File: config.mk
export PLATFORM = sky130hd
export DESIGN_NAME = aging_affinity_task_scheduler_core
export DESIGN_NICKNAME = d
export VERILOG_FILES = /design/src/aats_pkg.sv /design/src/aats_ram.sv /design/src/aats_rank.sv /design/src/aging_affinity_task_scheduler_core.sv
export SDC_FILE = /design/constraint.sdc
export NUM_CORES = 1
export LEC_CHECK = 0
export BUFFER_PORTS_ARGS = -buffer_cell sky130_fd_sc_hd__buf_2
export CORE_MARGIN = 8
export CORE_UTILIZATION = 60
export DETAILED_ROUTE_END_ITERATION = 16
export PLACE_DENSITY = 0.85
export SYNTH_ARGS = -nofsm -noshare
export SYNTH_HDL_FRONTEND = slang
export SYNTH_SLANG_ARGS = --single-unit
File: constraint.sdc
create_clock -name clk -period 26.4 [get_ports clk]
set_input_delay 5.28 -clock clk [delete_from_list [all_inputs] [get_ports clk]]
set_output_delay 5.28 -clock clk [all_outputs]
set_load 0.03 [all_outputs]
File: src/aats_pkg.sv
package aats_pkg;

  localparam int QUEUE_DEPTH = 16;
  localparam int AGE_BITS    = 16;

  localparam int ADDR_W  = $clog2(QUEUE_DEPTH);
  localparam int CNT_W   = $clog2(QUEUE_DEPTH + 1);
  localparam int CTX_W   = 16;
  localparam int OP_W    = 10;
  localparam int PRI_W   = 16;
  localparam int BONUS_W = 8;
  localparam int LEVEL_W = 5;
  localparam int SCORE_W = ((AGE_BITS > PRI_W) ? AGE_BITS : PRI_W) + 2;

  localparam logic [AGE_BITS-1:0] AGE_MAX = {AGE_BITS{1'b1}};

  localparam logic [BONUS_W-1:0] BONUS_RESET = BONUS_W'(8);

  typedef enum logic [1:0] {
    STATUS_INSERTED = 2'd0,
    STATUS_FULL     = 2'd1,
    STATUS_GRANTED  = 2'd2,
    STATUS_EMPTY    = 2'd3
  } status_t;

  typedef enum logic {
    CFG_AFFINITY_BONUS  = 1'b0,
    CFG_RECONFIG_ENABLE = 1'b1
  } cfg_index_t;

  typedef struct packed {
    logic [CTX_W-1:0]    ctx;
    logic [OP_W-1:0]     op;
    logic [PRI_W-1:0]    pri;
    logic [AGE_BITS-1:0] age;
  } task_t;

  localparam int TASK_W = $bits(task_t);

  typedef struct packed {
    logic [SCORE_W-1:0] score;
    logic [BONUS_W-1:0] bonus;
    logic [OP_W-1:0]    op;
  } rank_t;

  typedef struct packed {
    status_t             status;
    logic [CTX_W-1:0]    ctx;
    logic [OP_W-1:0]     op;
    logic [PRI_W-1:0]    pri;
    logic                reload;
    logic [LEVEL_W-1:0]  level;
  } result_t;

endpackage

File: src/aats_ram.sv
module aats_ram #(
  parameter int WIDTH = 8,
  parameter int DEPTH = 16
) (
  input  logic                     clk,
  input  logic                     we,
  input  logic [$clog2(DEPTH)-1:0] waddr,
  input  logic [WIDTH-1:0]         wdata,
  input  logic                     re,
  input  logic [$clog2(DEPTH)-1:0] raddr,
  output logic [WIDTH-1:0]         rdata
);

  logic [WIDTH-1:0] mem [DEPTH];

  always_ff @(posedge clk) begin
    if (we) begin
      mem[waddr] <= wdata;
    end
    if (re) begin
      rdata <= mem[raddr];
    end
  end

endmodule

File: src/aats_rank.sv
module aats_rank (
  input  aats_pkg::task_t                 entry,
  input  logic                            first,
  input  logic                            loaded_valid,
  input  logic [aats_pkg::OP_W-1:0]       loaded_operator,
  input  logic [aats_pkg::BONUS_W-1:0]    affinity_bonus,
  input  aats_pkg::rank_t                 best,
  output aats_pkg::task_t                 aged,
  output aats_pkg::rank_t                 cand,
  output logic                            win
);

  logic match;

  always_comb begin
    aged = entry;
    if (entry.age != aats_pkg::AGE_MAX) begin
      aged.age = entry.age + aats_pkg::AGE_BITS'(1);
    end

    match = loaded_valid && (entry.op == loaded_operator);
    cand.bonus = match ? affinity_bonus : '0;
    cand.op    = entry.op;
    cand.score = aats_pkg::SCORE_W'(entry.pri) + aats_pkg::SCORE_W'(aged.age)
               + aats_pkg::SCORE_W'(cand.bonus);

    // strict order on score, then bonus, then operator: an equal candidate never displaces an earlier one
    win = first
       || (cand.score > best.score)
       || ((cand.score == best.score)
           && ((cand.bonus > best.bonus)
               || ((cand.bonus == best.bonus) && (cand.op > best.op))));
  end

endmodule

File: src/aging_affinity_task_scheduler_core.sv
// Insert, or dispatch on an empty queue, needs no pass: the result goes straight to S_RESULT.
// Dispatch on N tasks scans all N, then shifts the M tasks behind the winner down one slot.
// One read port serves an aging/scoring pass, then a compaction pass behind the winner.
// in_stall holds until the result is loaded for output; a stalled output delays that.
// Reset empties the queue, drops the loaded operator, restores config defaults; no memory clear.
module aging_affinity_task_scheduler_core (
  input  logic                           clk,
  input  logic                           rst,
  input  logic                           in_valid,
  output logic                           in_stall,
  input  logic                           mode,
  input  logic [aats_pkg::CTX_W-1:0]     context_id,
  input  logic [aats_pkg::OP_W-1:0]      operator_id,
  input  logic [aats_pkg::PRI_W-1:0]     task_priority,
  output logic                           out_valid,
  input  logic                           out_stall,
  output logic [1:0]                     status,
  output logic [aats_pkg::CTX_W-1:0]     granted_context,
  output logic [aats_pkg::OP_W-1:0]      granted_operator,
  output logic [aats_pkg::PRI_W-1:0]     granted_priority,
  output logic                           reload_operator,
  output logic [aats_pkg::LEVEL_W-1:0]   queue_level,
  input  logic                           cfg_valid,
  output logic                           cfg_ready,
  input  logic                           cfg_index,
  input  logic [aats_pkg::BONUS_W-1:0]   cfg_data
);

  typedef enum logic [3:0] {
    S_IDLE   = 4'b0001,
    S_SCAN   = 4'b0010,
    S_SHIFT  = 4'b0100,
    S_RESULT = 4'b1000
  } state_t;

  state_t                         state;
  logic [aats_pkg::CNT_W-1:0]     count;
  logic [aats_pkg::CNT_W-1:0]     idx;
  logic                           pend;
  logic [aats_pkg::ADDR_W-1:0]    pend_idx;
  logic [aats_pkg::ADDR_W-1:0]    best_idx;
  aats_pkg::rank_t                best;
  aats_pkg::task_t                best_task;
  aats_pkg::result_t              res;
  aats_pkg::result_t              out_res;
  logic [aats_pkg::OP_W-1:0]      loaded_operator;
  logic                           loaded_valid;
  logic [aats_pkg::BONUS_W-1:0]   affinity_bonus;
  logic                           reconfig_enable;

  logic                           in_accept;
  logic                           full;
  logic                           issue;
  logic                           we;
  logic [aats_pkg::ADDR_W-1:0]    waddr;
  aats_pkg::task_t                wdata;
  logic [aats_pkg::ADDR_W-1:0]    raddr;
  logic [aats_pkg::TASK_W-1:0]    rdata_bits;
  aats_pkg::task_t                rdata;
  aats_pkg::task_t                aged;
  aats_pkg::rank_t                cand;
  logic                           win;
  aats_pkg::task_t                new_task;

  assign in_stall  = (state != S_IDLE);
  assign in_accept = in_valid && !in_stall;
  assign cfg_ready = 1'b1;
  assign full      = (count == aats_pkg::CNT_W'(aats_pkg::QUEUE_DEPTH));
  assign issue     = ((state == S_SCAN) || (state == S_SHIFT)) && (idx < count);
  assign raddr     = idx[aats_pkg::ADDR_W-1:0];
  assign rdata     = aats_pkg::task_t'(rdata_bits);

  always_comb begin
    new_task.ctx = context_id;
    new_task.op  = operator_id;
    new_task.pri = task_priority;
    new_task.age = '0;
  end

  always_comb begin
    we    = 1'b0;
    waddr = pend_idx;
    wdata = aged;
    if (in_accept && !mode && !full) begin
      we    = 1'b1;
      waddr = count[aats_pkg::ADDR_W-1:0];
      wdata = new_task;
    end else if (pend && (state == S_SCAN)) begin
      we    = 1'b1;
      waddr = pend_idx;
      wdata = aged;
    end else if (pend && (state == S_SHIFT)) begin
      // close the gap: each later entry moves down one slot
      we    = 1'b1;
      waddr = pend_idx - aats_pkg::ADDR_W'(1);
      wdata = rdata;
    end
  end

  aats_ram #(
    .WIDTH (aats_pkg::TASK_W),
    .DEPTH (aats_pkg::QUEUE_DEPTH)
  ) u_task_ram (
    .clk   (clk),
    .we    (we),
    .waddr (waddr),
    .wdata (wdata),
    .re    (issue),
    .raddr (raddr),
    .rdata (rdata_bits)
  );

  aats_rank u_rank (
    .entry           (rdata),
    .first           (pend_idx == '0),
    .loaded_valid    (loaded_valid),
    .loaded_operator (loaded_operator),
    .affinity_bonus  (affinity_bonus),
    .best            (best),
    .aged            (aged),
    .cand            (cand),
    .win             (win)
  );

  always_ff @(posedge clk) begin
    if (rst) begin
      affinity_bonus  <= aats_pkg::BONUS_RESET;
      reconfig_enable <= 1'b1;
    end else if (cfg_valid && cfg_ready) begin
      unique case (aats_pkg::cfg_index_t'(cfg_index))
        aats_pkg::CFG_AFFINITY_BONUS:  affinity_bonus  <= cfg_data;
        aats_pkg::CFG_RECONFIG_ENABLE: reconfig_enable <= cfg_data[0];
      endcase
    end
  end

  always_ff @(posedge clk) begin
    if (rst) begin
      state           <= S_IDLE;
      count           <= '0;
      idx             <= '0;
      pend            <= 1'b0;
      out_valid       <= 1'b0;
      loaded_operator <= '0;
      loaded_valid    <= 1'b0;
    end else begin
      if (!out_stall && (state != S_RESULT)) begin
        out_valid <= 1'b0;
      end
      pend <= issue;
      if (issue) begin
        pend_idx <= idx[aats_pkg::ADDR_W-1:0];
        idx      <= idx + aats_pkg::CNT_W'(1);
      end

      unique case (state)
        S_IDLE: begin
          if (in_accept) begin
            res.ctx    <= '0;
            res.op     <= '0;
            res.pri    <= '0;
            res.reload <= 1'b0;
            if (!mode) begin
              if (full) begin
                res.status <= aats_pkg::STATUS_FULL;
                res.level  <= aats_pkg::LEVEL_W'(count);
              end else begin
                res.status <= aats_pkg::STATUS_INSERTED;
                res.level  <= aats_pkg::LEVEL_W'(count + aats_pkg::CNT_W'(1));
                count      <= count + aats_pkg::CNT_W'(1);
              end
              state <= S_RESULT;
            end else if (count == '0) begin
              res.status <= aats_pkg::STATUS_EMPTY;
              res.level  <= '0;
              state      <= S_RESULT;
            end else begin
              idx   <= '0;
              state <= S_SCAN;
            end
          end
        end
        S_SCAN: begin
          if (pend && win) begin
            best      <= cand;
            best_idx  <= pend_idx;
            best_task <= aged;
          end
          if (!issue && !pend) begin
            idx   <= aats_pkg::CNT_W'(best_idx) + aats_pkg::CNT_W'(1);
            state <= S_SHIFT;
          end
        end
        S_SHIFT: begin
          if (!issue && !pend) begin
            count      <= count - aats_pkg::CNT_W'(1);
            res.status <= aats_pkg::STATUS_GRANTED;
            res.ctx    <= best_task.ctx;
            res.op     <= best_task.op;
            res.pri    <= best_task.pri;
            res.reload <= reconfig_enable;
            res.level  <= aats_pkg::LEVEL_W'(count - aats_pkg::CNT_W'(1));
            if (reconfig_enable) begin
              loaded_operator <= best_task.op;
              loaded_valid    <= 1'b1;
            end
            state <= S_RESULT;
          end
        end
        S_RESULT: begin
          if (!out_valid || !out_stall) begin
            out_res   <= res;
            out_valid <= 1'b1;
            state     <= S_IDLE;
          end
        end
        default: state <= S_IDLE;
      endcase
    end
  end

  assign status           = out_res.status;
  assign granted_context  = out_res.ctx;
  assign granted_operator = out_res.op;
  assign granted_priority = out_res.pri;
  assign reload_operator  = out_res.reload;
  assign queue_level      = out_res.level;

  a_count_bound: assert property (@(posedge clk) disable iff (rst)
    count <= aats_pkg::CNT_W'(aats_pkg::QUEUE_DEPTH))
    else $error("queue count beyond depth");

  a_busy_nonempty: assert property (@(posedge clk) disable iff (rst)
    (state == S_SCAN || state == S_SHIFT) |-> count != '0)
    else $error("scan or compaction with empty queue");

  a_pend_in_pass: assert property (@(posedge clk) disable iff (rst)
    pend |-> (state == S_SCAN || state == S_SHIFT))
    else $error("memory read pending outside a pass");

  a_dispatch_shrinks: assert property (@(posedge clk) disable iff (rst)
    (state == S_SHIFT && !issue && !pend) |=> count == $past(count) - aats_pkg::CNT_W'(1))
    else $error("dispatch did not remove one task");

endmodule
# [Word level (Yosys, flattened, before mapping)]
# Memories as Yosys holds them, arrays and structs flattened. A register that Yosys moved wholly into a read port is not among the register bits.
# Index checks and enable logic that the tools add are counted.
[word_totals] reg_bits=212 ram_bits=928 inputBits=57 output_inout_bits=53 wordCells=139 memories=1
[memory_table] name="u_task_ram.mem" words=16 word_bits=58 rd=1 rd_clocked_by_memory_dff=1 write_ports=1 line_no="aats_ram.sv:14" source="logic [WIDTH-1:0] mem [DEPTH];"
[op_classes] add_sub_neg=8 magnitude_cmp=4 n_eq_ne=17 muxes=42 n_bitwise=2 n_reduce_logical=37
[op_table] cell="50-bit two-way mux" n=2
[op_table] cell="50-bit one-hot mux with 2 select lines" n=1
[op_table] cell="58-bit two-way mux" n=1
[op_table] cell="5-bit two-way mux" n=11
[op_table] cell="16-bit two-way mux" n=3
[op_table] cell="4-bit two-way mux" n=9
[op_table] cell="5-bit one-hot mux with 2 select lines" n=2
[op_table] cell="18-bit by 8-bit adder with 18-bit output" n=1
[op_table] cell="18-bit equality test" n=1
[op_table] cell="18-bit greater-than comparator" n=1
[op_table] cell="16-bit by 16-bit adder with 17-bit output" n=1
[op_table] cell="16-bit by 1-bit adder with 16-bit output (second input constant)" n=1
[op_table] cell="16-bit != test (second input constant)" n=1
[op_table] cell="4-bit one-hot mux with 4 select lines" n=1
[op_table] cell="1-bit logical AND" n=12
[op_table] cell="4-bit AND reduction" n=3
[op_table] cell="5-bit by 1-bit adder with 5-bit output (second input constant)" n=2
[op_table] cell="10-bit equality test" n=1
[op_table] cell="10-bit greater-than comparator" n=1
[op_table] cell="1-bit two-way mux" n=9
[op_table] cell="3-bit AND reduction" n=3
[op_table] cell="8-bit equality test" n=1
[op_table] cell="8-bit greater-than comparator" n=1
[op_table] cell="8-bit two-way mux" n=1
[op_table] cell="23 further kinds" n=40

# [Longest topological paths before layout]
[logic_depth] depth_word=10 depth_mapped=30 depth_no_buf=28

# [By module]
# From an unflattened synthesis, not the netlist that was laid out.
[hier_totals] hier_cells=2580 area_unflattened_um2=48427.7
[modules_own_cells] mod="aats_ram" n_inst=1 cells_per_inst=1496 area_per_inst_um2=36472.5 seq_area_each_um2=29608.4
[modules_own_cells] mod="aging_affinity_task_scheduler_core" n_inst=1 cells_per_inst=694 area_per_inst_um2=9106.2 seq_area_each_um2=6306.0
[modules_own_cells] mod="aats_rank" n_inst=1 cells_per_inst=390 area_per_inst_um2=2849.0 seq_area_each_um2=0.0

# [Worst setup path before layout]
# OpenSTA, ideal clock, no wires.
[synth_timing] path_kind="input -> register" start="input port rst" end="register, netlist name best[10]" setup_ps=610 arrival_time_ps=10751 required_time_ps=25790 path_slack_ps=15040 path_stages=2 path_buffers=0 cell_sequence="nand3b_1 -> a211oi_1"
[synth_via] elab_chain_cells=2
[synth_rtl] element="from (decl)" line_no="aging_affinity_task_scheduler_core.sv:8" source="input logic rst,"
[synth_rtl] element="1-bit inverter (no line)"
[synth_rtl] element="3-bit AND reduction (no line)"
# No other way between the ends.
# A chain may end at the register's enable or synchronous reset.

# [Worst setup path after layout]
[layout_timing] start="input port in_valid" end="memory u_task_ram.mem[15][25] (netlist name), enable pin"
[layout_via] elab_chain_cells=6 word_cells_on_any_way=7 classes_between="4 x mux; 3 x reduce/logical"
[layout_rtl] element="from (decl)" line_no="aging_affinity_task_scheduler_core.sv:9" source="input logic in_valid,"
[layout_rtl] element="1-bit logical AND (*)" line_no="aging_affinity_task_scheduler_core.sv:66" source="assign in_accept = in_valid && !in_stall;"
[layout_rtl] element="1-bit logical AND (*) (2 in series)" line_no="aging_affinity_task_scheduler_core.sv:84" source="if (in_accept && !mode && !full) begin"
[layout_rtl] element="1-bit two-way mux" line_no="aging_affinity_task_scheduler_core.sv:84"
[layout_rtl] element="1-bit two-way mux" line_no="aats_ram.sv:17" source="if (we) begin"
[layout_rtl] element="1-bit two-way mux (not written as such)" line_no="aats_ram.sv:18" source="mem[waddr] <= wdata;"
[layout_rtl] element="to (decl)" line_no="aats_ram.sv:14"
# Mark *: on every way between the ends. The rest lies on a longest branch, timed or not.

==> summary.txt <==
Status
  • Outcome: finished clean

Layout
  • Area added between synthesis and finish: 11.5%
  • Layout net count: 2730
  • Multi-input logic area: 0.0118 mm²
  • Fillers: 4561
  • Final instance area: 0.0535 mm²
  • Register area: 0.0356 mm²
  • Layout cells sized above 1: 24.4%

Clock tree
  • Clock buffer depth: 3
  • H-tree Lvls: 3
  • CTS tree: built
  • Latest clock arrival within the worst-skew pair: 690 ps
  • Setup Buffers After CTS: 0
  • Num CTS Buffers: 110
  • Post-CTS Hold Buffers: 0
  • Clock net sink count: 1198
  • Clk pin slew, worst setup/hold paths: 70 ps
  • Post-CTS sizing: 0
  • Clk root buf: clkbuf_16

Run
  • Max-cap violation count: 0

Synth
  • Post-synth EDFFs: 1162
  • Syn_nets: 2583
  • Post-Syn Area: 0.0480 mm²
  • Number of synthesized register bits: 1198
  • Top cell type's share of synthesized area: 72.7%
  • Share of the yosys chip area belonging to registers: 74.2%
  • Largest area contributor in the netlist: edfxtp_1
  • Top-count cell post-synth: edfxtp_1
  • Post-synth cell types: 79
  • Post-Syn Instances: 2452
  • Top cells by area, synth: edfxtp_1, mux4_2, ha_1
  • Syn Area/Cell: 19.6 µm²
  • Commonest cells post-synth: edfxtp_1, mux4_2, nand2_1
  • Top_reg_cell synth: edfxtp_1
  • Synth async-reset ratio: 0%
  • Synthesis warning total: 0

Timing
  • Setup Viol. Count Final: 0
  • Endpoints failing hold: 0
  • Worst hold slack: 419 ps
  • RSZ-0062 raised after global routing: no
  • Clock skew: 22.7 ps
  • Setup TNS: 0 ps
  • Min Tclk post-route: 8780 ps
  • Fmax: 0.114 GHz
  • Setup slack after layout: 17620 ps
  • Tightest Pin Transition: 1380 ps
  • Period utilisation layout: 33.2%
  • Max-slew headroom at the worst pin: 7.96%
  • Max Slew Vio Count: 0

Placement
  • Pre-CTS setup slack: 17150 ps
  • DP HPWL: 63.0 mm
  • Post-DP Area: 0.0498 mm²
  • I/O Buffers: 108
  • Gpl congestion: 0.874

Pwr
  • Worst vdd ir: 56.0 µV
  • PD cells: 74.3 mW/mm²
  • LEAKAGE: 17.2 nW

Global routing
  • Total global-route track usage: 26.4%
  • Initial antenna violation count: 2
  • First-pass GRT wire length: 174 mm
  • Largest net degree at the start of global routing: 97
  • Vias in the first global route: 26.3k
  • Grt total ovfl: 0

Detailed routing
  • Drt wl/cell: 32.0 µm
  • Total Wirelength: 120 mm
  • Iteration-0 DRC Markers: 3658
  • Routed Antenna Nets: 0
  • Post-DR vias/cell: 6.83
  • Vias after detailed routing: 25.6k
  • Remaining DRCs: 0
  • Drt pass-1 iters: 8

Setup path
  • Delay-heaviest family, CP: buffers and inverters
  • Type of the worst setup path: primary input to flop
  • Slowest CP cell: buf_4
  • Crit-path max cell delay: 750 ps
  • CP Cell Sequence: buf_2, nand2_1, nor3_4, buf_4, buf_4, nand2_1, o21ai_2, nand2b_1, nor2_4, buf_4
  • Largest fanout on the critical path: 41
  • Critical path startpoint category: primary input
  • CP Buf/Inv Count: 4
  • Arrival time worst endpoint: 9070 ps
  • CP most frequent cell: buf_4
  • Critical Path RT: 26700 ps
  • Critical Path End Type: flop

Die
  • Overall die height: 299 µm
  • Top-Level Pins: 110
  • Die area: 0.0893 mm²
  • Core area: 0.0791 mm²
  • Initial Util: 60.6%
  • Row Count: 103
  • Chip Width: 299 µm

Hold path
  • Min-Delay Path Class: flop to flop
==> stage by stage <==
stage / utilization [%] / instances / total power, W
CTS: 67.6 / 3740 / 0.00398
floorplan: - / 2452 / 0.00231
detailed placement: 63.0 / 3537 / 0.00238
global route: 67.6 / 3740 / 0.00406
global placement: 63.0 / 3537 / 0.00236
finish: 67.6 / 3743 / 0.00397
==> per-layer routing <==
| metal | vias up | part of all wire [%] | GRT usage, % |
|---|---|---|---|
| met5 | - | 0.011 | 0 |
| met1 | 12900 | 35 | 34.0 |
| met2 | 2092 | 49 | 43.3 |
| met3 | 391 | 12 | 6.33 |
| li1 | 10100 | - | - |
| met4 | 2 | 4.6 | 11.1 |
==> final cells by class <==
type                    instances  area share [%]
diodes                          3          0.0140
inverters                      64           0.449
well taps                    1050            2.45
clock buffers                 133            5.36
flip-flops and latches       1198            66.6
multi-input cells            1078            22.1
repair buffers                147            1.58
clock inverters                70            1.47
==> kinds of logic (layout without fill, tap and decap cells) <==
kind of cell    after synthesis  in the layout  synth area share [%]
flops                      1198           1198                  74.2
simple gates                453            453                  4.57
mux                         308            308                  14.0
compound gates              177            177                  2.50
buf+inv                     176            414                  1.48
fa+ha+maj                    74             74                  1.96
xor+xnor                     65             65                  1.26
other cells                   1              4               0.00782
==> where the power goes <==
part	leakage [nW]	switching, W	internal [W]
Clock	1.79	0.000701	0.000924
Combinational	4.59	0.000131	0.0000537
Sequential	10.8	0.0000191	0.00215
==> layout by cell type, fill, tap and decap left out, types with 11 or more instances in the layout <==
cell and n:
a21o_1 16, a21oi_1 52, and2_1 43, buf_2 108, buf_4 38, bufinv_16 15, clkbuf_1 21, clkbuf_16 111
clkinv_1 22, clkinv_2 21, dfxtp_1 32, edfxtp_1 1162, ha_1 72, inv_1 63, mux2i_1 16, mux4_2 290
nand2_1 187, nand2b_1 12, nand3_1 23, nand4_1 18, nor2_1 79, nor2_4 12, nor3_1 11, o21ai_0 26
o21ai_1 11, xnor2_1 42, xor2_1 21
==> final timing paths <==
check                      startpoint                endpoint  slack, ps  depth (start not counted)
setup / recovery             in_valid  u_task_ram.mem[15][25]      17620                         10
hold / removal                res[49]               status[1]        420                          0
setup reg to reg  u_task_ram.rdata[5]           best_task[45]      18990                         26
hold reg to reg               res[49]               status[1]        420                          0
==> state kept, by name, indices dropped and copies added (netlist names), 2 cells and up <==
register / flops
affinity_bonus: 8
best: 26
best_idx: 4
best_task: 42
count: 5
granted_context: 16
granted_operator: 10
granted_priority: 16
idx: 5
loaded_operator: 10
pend_idx: 4
queue_level: 5
res: 50
state: 4
status: 2
u_task_ram.mem: 928
u_task_ram.rdata: 58
Power figures use the tool's default switching activity.
